===== src/rtl/color_temperature_to_rgb_defines.svh =====
// Assertion macros shared by the color temperature to RGB block.
`ifndef COLOR_TEMPERATURE_TO_RGB_DEFINES_SVH
`define COLOR_TEMPERATURE_TO_RGB_DEFINES_SVH

// expression must hold at every clock edge outside reset
`define CTR_ASSERT(lbl, expr, msg) \
	lbl: assert property (@(posedge clk) disable iff (!arst_n) (expr)) else $error(msg);

// consequence must hold in the cycle after the antecedent
`define CTR_ASSERT_NEXT(lbl, ante, cons, msg) \
	lbl: assert property (@(posedge clk) disable iff (!arst_n) (ante) |=> (cons)) \
		else $error(msg);

`endif


===== src/rtl/ctr_pkg.sv =====
// Types, constants and the knot ROM of the color temperature to RGB block.
package ctr_pkg;
	localparam int KNOT_COUNT = 22;
	localparam int SEG_COUNT = KNOT_COUNT - 4;
	localparam int OUT_FRAC_BITS_DEF = 13;
	localparam int TEMP_W = 16;
	localparam int OUT_W = 16;
	localparam int KNOT_W = 17;
	localparam int KNOT_FRAC = 16;
	localparam int FRAC_W = 16;
	localparam int COEF_W = 24;
	localparam int PROD_W = COEF_W + FRAC_W + 1;
	localparam int LUMA_W = 41;
	localparam int SEG_W = 5;
	localparam int REM_W = 14;
	localparam int X_W = 18;
	localparam int NUM_W = REM_W + FRAC_W;
	localparam int RECIP_W = 31;
	localparam int RECIP_SHIFT = 44;

	localparam logic [TEMP_W-1:0] TEMP_LOW = 16'd1000;
	localparam logic [TEMP_W-1:0] TEMP_HIGH = 16'd10000;
	localparam logic [X_W-1:0] TEMP_SPAN = 18'd9000;
	localparam logic [NUM_W-1:0] SPAN_HALF = 30'd4500;
	// ceil(2^44 / 9000): exact floor division for numerators below 2^30
	localparam logic [RECIP_W-1:0] SPAN_RECIP = 31'd1954687339;

	localparam logic signed [16:0] LUMA_R = 17'sd13933;
	localparam logic signed [16:0] LUMA_G = 17'sd46871;
	localparam logic signed [16:0] LUMA_B = 17'sd4732;

	typedef logic [KNOT_W-1:0] knot_t;
	typedef logic signed [COEF_W-1:0] coef_t;
	typedef logic signed [PROD_W-1:0] prod_t;

	typedef struct packed {
		coef_t a;
		coef_t b;
		coef_t c;
		coef_t d;
	} cubic_t;

	typedef struct packed {
		logic [OUT_W-1:0] red;
		logic [OUT_W-1:0] green;
		logic [OUT_W-1:0] blue;
	} rgb_t;

	localparam knot_t KNOT_ROM [KNOT_COUNT][3] = '{
		'{17'd65536, 17'd1802,  17'd0},
		'{17'd65536, 17'd1802,  17'd0},
		'{17'd65536, 17'd9808,  17'd0},
		'{17'd65536, 17'd16819, 17'd531},
		'{17'd65536, 17'd24382, 17'd4420},
		'{17'd65536, 17'd31243, 17'd10066},
		'{17'd65536, 17'd37380, 17'd16987},
		'{17'd65536, 17'd42826, 17'd24717},
		'{17'd65536, 17'd47637, 17'd32873},
		'{17'd65536, 17'd51875, 17'd41160},
		'{17'd65536, 17'd55605, 17'd49364},
		'{17'd65536, 17'd58889, 17'd57338},
		'{17'd65536, 17'd61785, 17'd64988},
		'{17'd59438, 17'd58357, 17'd65536},
		'{17'd54280, 17'd55171, 17'd65536},
		'{17'd50187, 17'd52553, 17'd65536},
		'{17'd46875, 17'd50370, 17'd65536},
		'{17'd44150, 17'd48524, 17'd65536},
		'{17'd41877, 17'd46947, 17'd65536},
		'{17'd39956, 17'd45586, 17'd65536},
		'{17'd39956, 17'd45586, 17'd65536},
		'{17'd39956, 17'd45586, 17'd65536}
	};

	// floor((p + 2^15) / 2^16)
	function automatic coef_t rnd16(prod_t p);
		prod_t t;
		t = p + PROD_W'(32768);
		rnd16 = coef_t'(t >>> 16);
	endfunction

	function automatic coef_t knot_ext(knot_t k);
		knot_ext = coef_t'({1'b0, k});
	endfunction
endpackage


===== src/rtl/ctr_front.sv =====
// Front end: clamp, segment and fraction, knot fetch and cubic coefficients.
module ctr_front
	import ctr_pkg::*;
(
	input  logic                 clk,
	input  logic                 arst_n,
	input  logic                 en,
	input  logic                 vld,
	input  logic [TEMP_W-1:0]    temperature_k,
	output logic                 vld_o,
	output logic [FRAC_W-1:0]    frac,
	output cubic_t               cubic [3]
);
	logic [TEMP_W-1:0] t_cl;
	logic [REM_W-1:0] ofs;
	logic [X_W-1:0] x_s1;
	logic [SEG_W-1:0] seg_c;
	logic [X_W-1:0] seg_base;
	logic [SEG_W-1:0] seg_s2, seg_s3;
	logic [REM_W-1:0] rem_s2;
	logic [NUM_W-1:0] num;
	logic [NUM_W+RECIP_W-1:0] prod;
	logic [FRAC_W-1:0] frac_s3, frac_s4;
	cubic_t cub_s4 [3];
	logic vld_s1, vld_s2, vld_s3, vld_s4;

	always_comb begin
		if (temperature_k < TEMP_LOW) t_cl = TEMP_LOW;
		else if (temperature_k > TEMP_HIGH) t_cl = TEMP_HIGH;
		else t_cl = temperature_k;
		ofs = REM_W'(t_cl - TEMP_LOW);
	end

	// segment = x / 9000, x below 19 * 9000
	always_comb begin
		seg_c = '0;
		for (int k = 1; k <= SEG_COUNT; k++) begin
			if (x_s1 >= X_W'(k * 9000)) seg_c = SEG_W'(k);
		end
		seg_base = X_W'(seg_c * TEMP_SPAN);
	end

	always_comb begin
		num = {rem_s2, {FRAC_W{1'b0}}} + SPAN_HALF;
		prod = num * SPAN_RECIP;
	end

	always_ff @(posedge clk or negedge arst_n) begin
		if (!arst_n) begin
			vld_s1 <= 1'b0;
			vld_s2 <= 1'b0;
			vld_s3 <= 1'b0;
			vld_s4 <= 1'b0;
		end else if (en) begin
			vld_s1 <= vld;
			vld_s2 <= vld_s1;
			vld_s3 <= vld_s2;
			vld_s4 <= vld_s3;
		end
	end

	always_ff @(posedge clk) begin
		if (en) begin
			x_s1 <= ({4'b0, ofs} << 4) + ({4'b0, ofs} << 1);
			seg_s2 <= seg_c;
			rem_s2 <= REM_W'(x_s1 - seg_base);
			seg_s3 <= seg_s2;
			frac_s3 <= prod[RECIP_SHIFT+FRAC_W-1:RECIP_SHIFT];
			frac_s4 <= frac_s3;
			for (int c = 0; c < 3; c++) begin
				cub_s4[c].a <= knot_ext(KNOT_ROM[seg_s3+3][c])
					- knot_ext(KNOT_ROM[seg_s3][c])
					+ knot_ext(KNOT_ROM[seg_s3+1][c]) + knot_ext(KNOT_ROM[seg_s3+1][c])
					+ knot_ext(KNOT_ROM[seg_s3+1][c])
					- knot_ext(KNOT_ROM[seg_s3+2][c]) - knot_ext(KNOT_ROM[seg_s3+2][c])
					- knot_ext(KNOT_ROM[seg_s3+2][c]);
				cub_s4[c].b <= (knot_ext(KNOT_ROM[seg_s3][c]) <<< 1)
					- (knot_ext(KNOT_ROM[seg_s3+1][c]) <<< 2)
					- knot_ext(KNOT_ROM[seg_s3+1][c])
					+ (knot_ext(KNOT_ROM[seg_s3+2][c]) <<< 2)
					- knot_ext(KNOT_ROM[seg_s3+3][c]);
				cub_s4[c].c <= knot_ext(KNOT_ROM[seg_s3+2][c]) - knot_ext(KNOT_ROM[seg_s3][c]);
				cub_s4[c].d <= knot_ext(KNOT_ROM[seg_s3+1][c]) <<< 1;
			end
		end
	end

	assign vld_o = vld_s4;
	assign frac = frac_s4;
	assign cubic = cub_s4;
endmodule


===== config.mk =====
export PLATFORM = sky130hd
export DESIGN_NAME = ctr_front
export DESIGN_NICKNAME = d
export VERILOG_FILES = /design/src/rtl/color_temperature_to_rgb_defines.svh /design/src/rtl/ctr_pkg.sv /design/src/rtl/ctr_front.sv
export SDC_FILE = /design/constraint.sdc
export NUM_CORES = 2
export LEC_CHECK = 0
export ABC_AREA = 1
export BUFFER_PORTS_ARGS = -buffer_cell sky130_fd_sc_hd__buf_4
export CORE_AREA = 4 4 246 344
export CTS_BUF_LIST = sky130_fd_sc_hd__clkbuf_8
export CTS_CLUSTER_SIZE = 24
export DETAILED_ROUTE_END_ITERATION = 12
export DIE_AREA = 0 0 250 348
export PLACE_DENSITY_LB_ADDON = 0.3
export SLEW_MARGIN = 10
export SYNTH_ARGS = -nofsm -noshare
export SYNTH_HDL_FRONTEND = slang
export SYNTH_SLANG_ARGS = --single-unit

===== constraint.sdc =====
create_clock -name clk -period 17.6 [get_ports clk]
set_clock_uncertainty 0.2 [all_clocks]
set_input_delay 5.28 -clock clk [delete_from_list [all_inputs] [get_ports clk]]
set_output_delay 5.28 -clock clk [all_outputs]
set_load 0.02 [all_outputs]

### Word-level counts from Yosys, hierarchy flattened

Memories as Yosys holds them, arrays and structs flattened.
Cells that the tools add are included.

| cells by class | value |
|---|---|
| add/subtract/negate cells | 43 |
| multiply operators | 2 |
| order comparisons | 24 |
| multiplexer cells | 28 |
| bitwise operators | 4 |

Operator list:

| kind | count |
|---|---|
| 51-bit 2-to-1 mux | 8 |
| 22-bit by 18-bit subtractor with 23-bit output | 6 |
| 18-bit by 17-bit greater-or-equal comparator with 1-bit output, second input constant | 7 |
| 17-bit by 17-bit subtractor with 18-bit output | 6 |
| 33-bit by 6-bit greater-or-equal comparator with 1-bit output, second input constant | 3 |
| 18-bit by 16-bit greater-or-equal comparator with 1-bit output, second input constant | 4 |
| 18-bit greater-or-equal comparator, second input constant | 4 |
| 23-bit by 18-bit subtractor with 24-bit output | 3 |
| 21-bit by 20-bit adder with 22-bit output | 3 |
| 6-bit NOT with 33-bit output | 2 |
| 21-bit by 18-bit subtractor with 22-bit output | 3 |
| 20-bit by 18-bit adder with 21-bit output | 3 |
| 20-bit by 18-bit subtractor with 21-bit output | 3 |
| 19-bit by 18-bit adder with 20-bit output | 3 |
| 30-bit by 31-bit multiplier with 60-bit output, second input constant | 1 |
| 18-bit by 19-bit subtractor with 20-bit output | 3 |
| 18-bit by 18-bit adder with 19-bit output | 3 |
| 18-bit by 15-bit greater-or-equal comparator with 1-bit output, second input constant | 2 |
| 32-bit NOT with 33-bit output | 1 |
| 30-bit by 13-bit adder with 30-bit output, second input constant | 1 |
| 14-bit 2-to-1 mux | 2 |
| 5-bit 2-to-1 mux | 5 |
| 4-bit 2-to-1 mux | 6 |
| 18-bit by 15-bit adder with 18-bit output | 1 |
| 13 further kinds | 18 |

| storage, ports and cells | value |
|---|---|
| bits in registers | 345 |
| bits in read-only memories | 6528 |
| output and inout port bits | 305 |
| logic and storage cells | 127 |
| memories | 4 |

Memories:

| name | words | width | rd ports | clocked after memory_dff | write ports | RTL line | RTL |
|---|---|---|---|---|---|---|---|
| (name not given) | 32 | 51 | 1 | 0 | 0 | ctr_front.sv:71 | `cub_s4[c].a <= knot_ext(KNOT_ROM[seg_s3+3][c])` |
| (name not given) | 32 | 51 | 1 | 0 | 0 | ctr_front.sv:74 | `+ knot_ext(KNOT_ROM[seg_s3+1][c])` |
| (name not given) | 32 | 51 | 1 | 0 | 0 | ctr_front.sv:82 | `cub_s4[c].c <= knot_ext(KNOT_ROM[seg_s3+2][c]) - knot_ext(KNOT_ROM[seg_s3][c]);` |
| (name not given) | 32 | 51 | 1 | 0 | 0 | ctr_front.sv:75 | `- knot_ext(KNOT_ROM[seg_s3+2][c]) - knot_ext(KNOT_ROM[seg_s3+2][c])` |

### Depth between registers and ports, before layout

| logic depth | value |
|---|---|
| depth in word-level cells | 21 |
| depth in mapped cells | 41 |

### Worst setup path after synthesis

OpenSTA, ideal clock, no wires.

| timing | value |
|---|---|
| kind | input -> register |
| from | in temperature_k[15] |
| to | reg x_s1[17], data pin |
| setup time | 252 ps |
| arrival | 8137 ps |
| data required time | 17148 ps |
| setup slack | 9010 ps |
| stages on the path | 24 |
| buffers on the path | 0 |
| path through | nor2_1 nand3_1 o21ai_0 a21oi_1 nor2_1 o21a_2 inv_1 o21ai_0 ha_1 xor2_1 inv_1 ha_1 a21oi_1 nand2_1 a21oi_1 o21bai_1 a21o_1 a21oi_1 o21bai_1 a21oi_1 o21a_1 nor2_1 nand2_1 nand2_1 |

| between the ends | value |
|---|---|
| word-level cells in the longest chain between the ends | 5 |
| elaborated cells on any way between the ends | 6 |
| those cells by class | 2 x add/sub; 2 x order compare; 2 x mux |

Ends and longest elaborated chain:

| element | RTL line | RTL |
|---|---|---|
| start: declaration | ctr_front.sv:9 | `input logic [TEMP_W-1:0] temperature_k,` |
| 16-bit by 14-bit greater-than comparator with 1-bit output | ctr_front.sv:29 | `else if (temperature_k > TEMP_HIGH) t_cl = TEMP_HIGH;` |
| 14-bit 2-to-1 mux | ctr_front.sv:29 |  |
| 14-bit 2-to-1 mux (*) | ctr_front.sv:28 | `if (temperature_k < TEMP_LOW) t_cl = TEMP_LOW;` |
| 14-bit by 10-bit subtractor with 14-bit output (*) | ctr_front.sv:31 | `ofs = REM_W'(t_cl - TEMP_LOW);` |
| 18-bit by 15-bit adder with 18-bit output (*) | ctr_front.sv:64 | `x_s1 <= ({4'b0, ofs} << 4) + ({4'b0, ofs} << 1);` |
| end signal: assignment | ctr_front.sv:64 |  |
| end: declaration | ctr_front.sv:16 | `logic [X_W-1:0] x_s1;` |

Mark *: on every way between the ends. The rest lies on a longest branch, timed or not.
A chain may end at the register's enable or synchronous reset.

### Worst setup path in the final report

| timing | value |
|---|---|
| from | reg seg_s3[1] |
| to | reg cub_s4 (netlist bit cubic[284]), data pin |

| between the ends | value |
|---|---|
| word-level cells in the longest chain between the ends | 12 |
| elaborated cells on any way between the ends | 26 |
| those cells by class | 10 x add/sub; 8 x mux; 4 x bitwise; 4 x memory |

Ends and longest elaborated chain:

| element | RTL line | RTL |
|---|---|---|
| start: declaration | ctr_front.sv:19 | `logic [SEG_W-1:0] seg_s2, seg_s3;` |
| start signal: assignment | ctr_front.sv:67 | `seg_s3 <= seg_s2;` |
| 5-bit by 2-bit adder with 6-bit output | ctr_front.sv:71 |  |
| 6-bit NOT with 33-bit output (not written as such) | ctr_front.sv:71 |  |
| memory read 32 x 51 bit | -- |  |
| 51-bit 2-to-1 mux (2 in series) | -- |  |
| 17-bit by 17-bit subtractor with 18-bit output | ctr_front.sv:72 | `- knot_ext(KNOT_ROM[seg_s3][c])` |
| 18-bit by 18-bit adder with 19-bit output | ctr_front.sv:73 | `+ knot_ext(KNOT_ROM[seg_s3+1][c]) + knot_ext(KNOT_ROM[seg_s3+1][c])` |
| 19-bit by 18-bit adder with 20-bit output | ctr_front.sv:73 |  |
| 20-bit by 18-bit adder with 21-bit output | ctr_front.sv:74 |  |
| 21-bit by 18-bit subtractor with 22-bit output | ctr_front.sv:75 |  |
| 22-bit by 18-bit subtractor with 23-bit output | ctr_front.sv:75 |  |
| 23-bit by 18-bit subtractor with 24-bit output (*) | ctr_front.sv:76 | `- knot_ext(KNOT_ROM[seg_s3+2][c]);` |
| end: declaration | ctr_front.sv:24 | `cubic_t cub_s4 [3];` |

Mark *: on every way between the ends. The rest lies on a longest branch, timed or not. The select of a mux whose other input is x is not followed.

==> metrics.cfg <==
[outcome]
status = finished, final reports clean

[global_route]
grt_overflow = 0
grt_usage = 0.278
grt_max_degree = 115
antenna_found_initial = 2
grt_pass1_wl_mm = 188
grt_pass1_vias = 33000

[placement]
post-place-ws_ns = 7.96
place_congestion = 1.01
io_buffers = 302
place_area_um2 = 43800
dpl.hpwl_mm = 104

[final_layout]
area_growth_pct = 11.2
layout_commonest_cell = inv_1
nFillCells = 7516
stdcell_area_um2 = 44900
mostFrequentLayoutCells = 1025 x inv_1, 624 x ha_1, 504 x nand2_1, 379 x a21oi_1, 363 x fa_1
final-seq-area_um2 = 9530
nNetsFinal = 5862
final_layout_size_suffix_gt1_frac = 0.103
multiInputGateArea_um2 = 26500

[floorplan]
core-area_um2 = 81500
die-width_um = 250
rows = 124
fp.dieH_um = 348
io_pins = 325
start_util = 0.496
dieArea_um2 = 87000

[cts]
cts.sinks = 318
cts_resized = 0
cts_setup_buffers = 0
clk_pin_slew_ns = 0.08
cts_root_buffer = clkbuf_8
cts_tree = yes
cts_max_level = 2
ctsHoldBuffers = 0
numCtsBuffers = 52
cts.path.max_buffers = 3
clk_latency_ns = 0.68

[yosys]
ys_seq_area_frac = 0.236
synth_largest_area_cell = edfxtp_1
synth_cells = 4537
ys_ff_latch = 318
ys.warnings.count = 0
synth_cell_types = 68
yosys.area.top_type_share = 0.234
synthArstFlopShare = 0.0126
ys_top_cells_by_area = edfxtp_1 23%, ha_1 19%, fa_1 18%, inv_1 9.5%, a21oi_1 4.7%
synthFlopType = edfxtp_1
avgSynthCellArea_um2 = 8.90
synthesis.area_um2 = 40400
synth_edf_count = 314

[timing]
hold_viol_final = 0
max_slew_margin = 0.172
worstMarginPinSlew_ns = 1.24
worst_slack_ns = 7.77
period_share = 0.559
finalCriticalPeriod_ns = 9.83
rsz0062_at_grt = false
slew_violations = 0
tns_ns = 0
fmax_ghz = 0.102
setup_viol = 0

[critical_path]
crit_required_ns = 17.83
crit_path_frequent_cell = inv_1
worstReg2RegEnd = cubic[284]$_DFFE_PP_
r2r-start = seg_s3[1]$_DFFE_PP_
crit_type = flip-flop to flip-flop
cp_slowest_stage_delay_ns = 0.95
cp_top_family = adder cells
cp-end-kind = flip-flop
r2r_cells = 36
crit_buf_inv = 9
rrSetupSlack_ns = 7.77
critPathArrivalTime_ns = 10.06
start_kind = flip-flop
cp_max_fo = 27
worst_path_max_delay_cell = ha_1

[routing]
drc = 0
dr.pass1.iters = 7
routedWlPerCell_um = 20.6
drt_iter0_markers = 2221
drtAntennaViolNets = 0
viasPerCell = 5.39
routed_wl_mm = 123
via_count = 32200

[min_path]
hp-class = flip-flop to flip-flop
hp-start = frac_s3[0]$_DFFE_PP_
holdPathEnd = frac[0]$_DFFE_PP_
hold_depth = 0

[run]
cap_violations = 0

-- sequential cells by signal (all words and copies together) (netlist names) --
register and flops:
cubic 242, x_s1 17, frac 16, frac_s3 16, rem_s2 13, seg_s2 5
seg_s3 5, vld_o 1, vld_s1 1, vld_s2 1, vld_s3 1
-- metrics by stage --
stage	std cells	hold WS, ns	utilization
after floorplan	4558	0.200	-
after global placement	5872	0.201	0.538
after detailed placement	5872	0.205	0.538
after CTS	5967	0.208	0.551
after global routing	5968	0.217	0.551
final	5969	0.205	0.551
-- how the worst max path moves through the flow --
| stage | from | end | slack, ns | cells past startpoint |
|---|---|---|---|---|
| finish | seg_s3[1]$_DFFE_PP_ | cubic[284]$_DFFE_PP_ | 7.77 | 36 |
| global route | seg_s3[1]$_DFFE_PP_ | cubic[284]$_DFFE_PP_ | 7.30 | 36 |
| CTS | seg_s3[1]$_DFFE_PP_ | cubic[284]$_DFFE_PP_ | 7.93 | 36 |
| detailed placement | seg_s3[1]$_DFFE_PP_ | cubic[284]$_DFFE_PP_ | 7.96 | 36 |
| global placement | seg_s3[1]$_DFFE_PP_ | cubic[284]$_DFFE_PP_ | 8.11 | 36 |
| floorplan | temperature_k[15] | x_s1[17]$_DFFE_PP_ | 9.01 | 24 |
-- routing by layer --
layer / global-route usage / share of wire / vias up
met5: 0 / 0 / -
met4: 0.117 / 0.049 / 0
met1: 0.339 / 0.40 / 15500
met3: 0.0327 / 0.053 / 262
met2: 0.499 / 0.50 / 1080
li1: - / - / 15300
-- cells in the mapped netlist (all sizes together) (2+ instances only) --
master and instances:
a211oi 14, a21boi 25, a21o 16, a21oi 386
a221oi 6, a22oi 3, a311oi 2, a31o 3
a31oi 47, a32oi 2, a41oi 3, buf 61
clkbuf 29, clkinv 6, dfrtp 4, edfxtp 314
fa 363, ha 624, inv 1040, nand2 515
nand3 78, nand3b 4, nand4 23, nor2 329
nor3 48, nor4 4, o2111ai 5, o211ai 15
o21a 11, o21ai 202, o21bai 31, o221ai 4
o22ai 4, o311ai 3, o31ai 15, or2 7
xnor2 96, xor2 186
-- logic make-up (layout without fill, tap and decap cells) --
kind of cell / Yosys count / in the layout / share of synthesized area
buffers and inverters: 1136 / 1474 / 0.111
AO/OA/AOI/OAI: 802 / 802 / 0.115
XOR/XNOR: 282 / 282 / 0.0612
adder cells (fa/ha/maj): 987 / 987 / 0.373
AND/OR/NAND/NOR: 1011 / 1011 / 0.103
other: 1 / 24 / 0.0000929
flip-flops: 318 / 318 / 0.236
-- area by class of cell --
cell class / count / share of cell area
Antenna cell: 2 / 0.000112
Clock buffer: 52 / 0.0159
Clock inverter: 43 / 0.00809
Inverter: 1046 / 0.0875
Multi-Input combinational cell: 3104 / 0.590
Sequential cell: 318 / 0.212
Tap cell: 1071 / 0.0299
Timing Repair Buffer: 333 / 0.0559
Power is not shown: default switching activity piles up to over one toggle a cycle in this logic, so the estimate is an artifact.
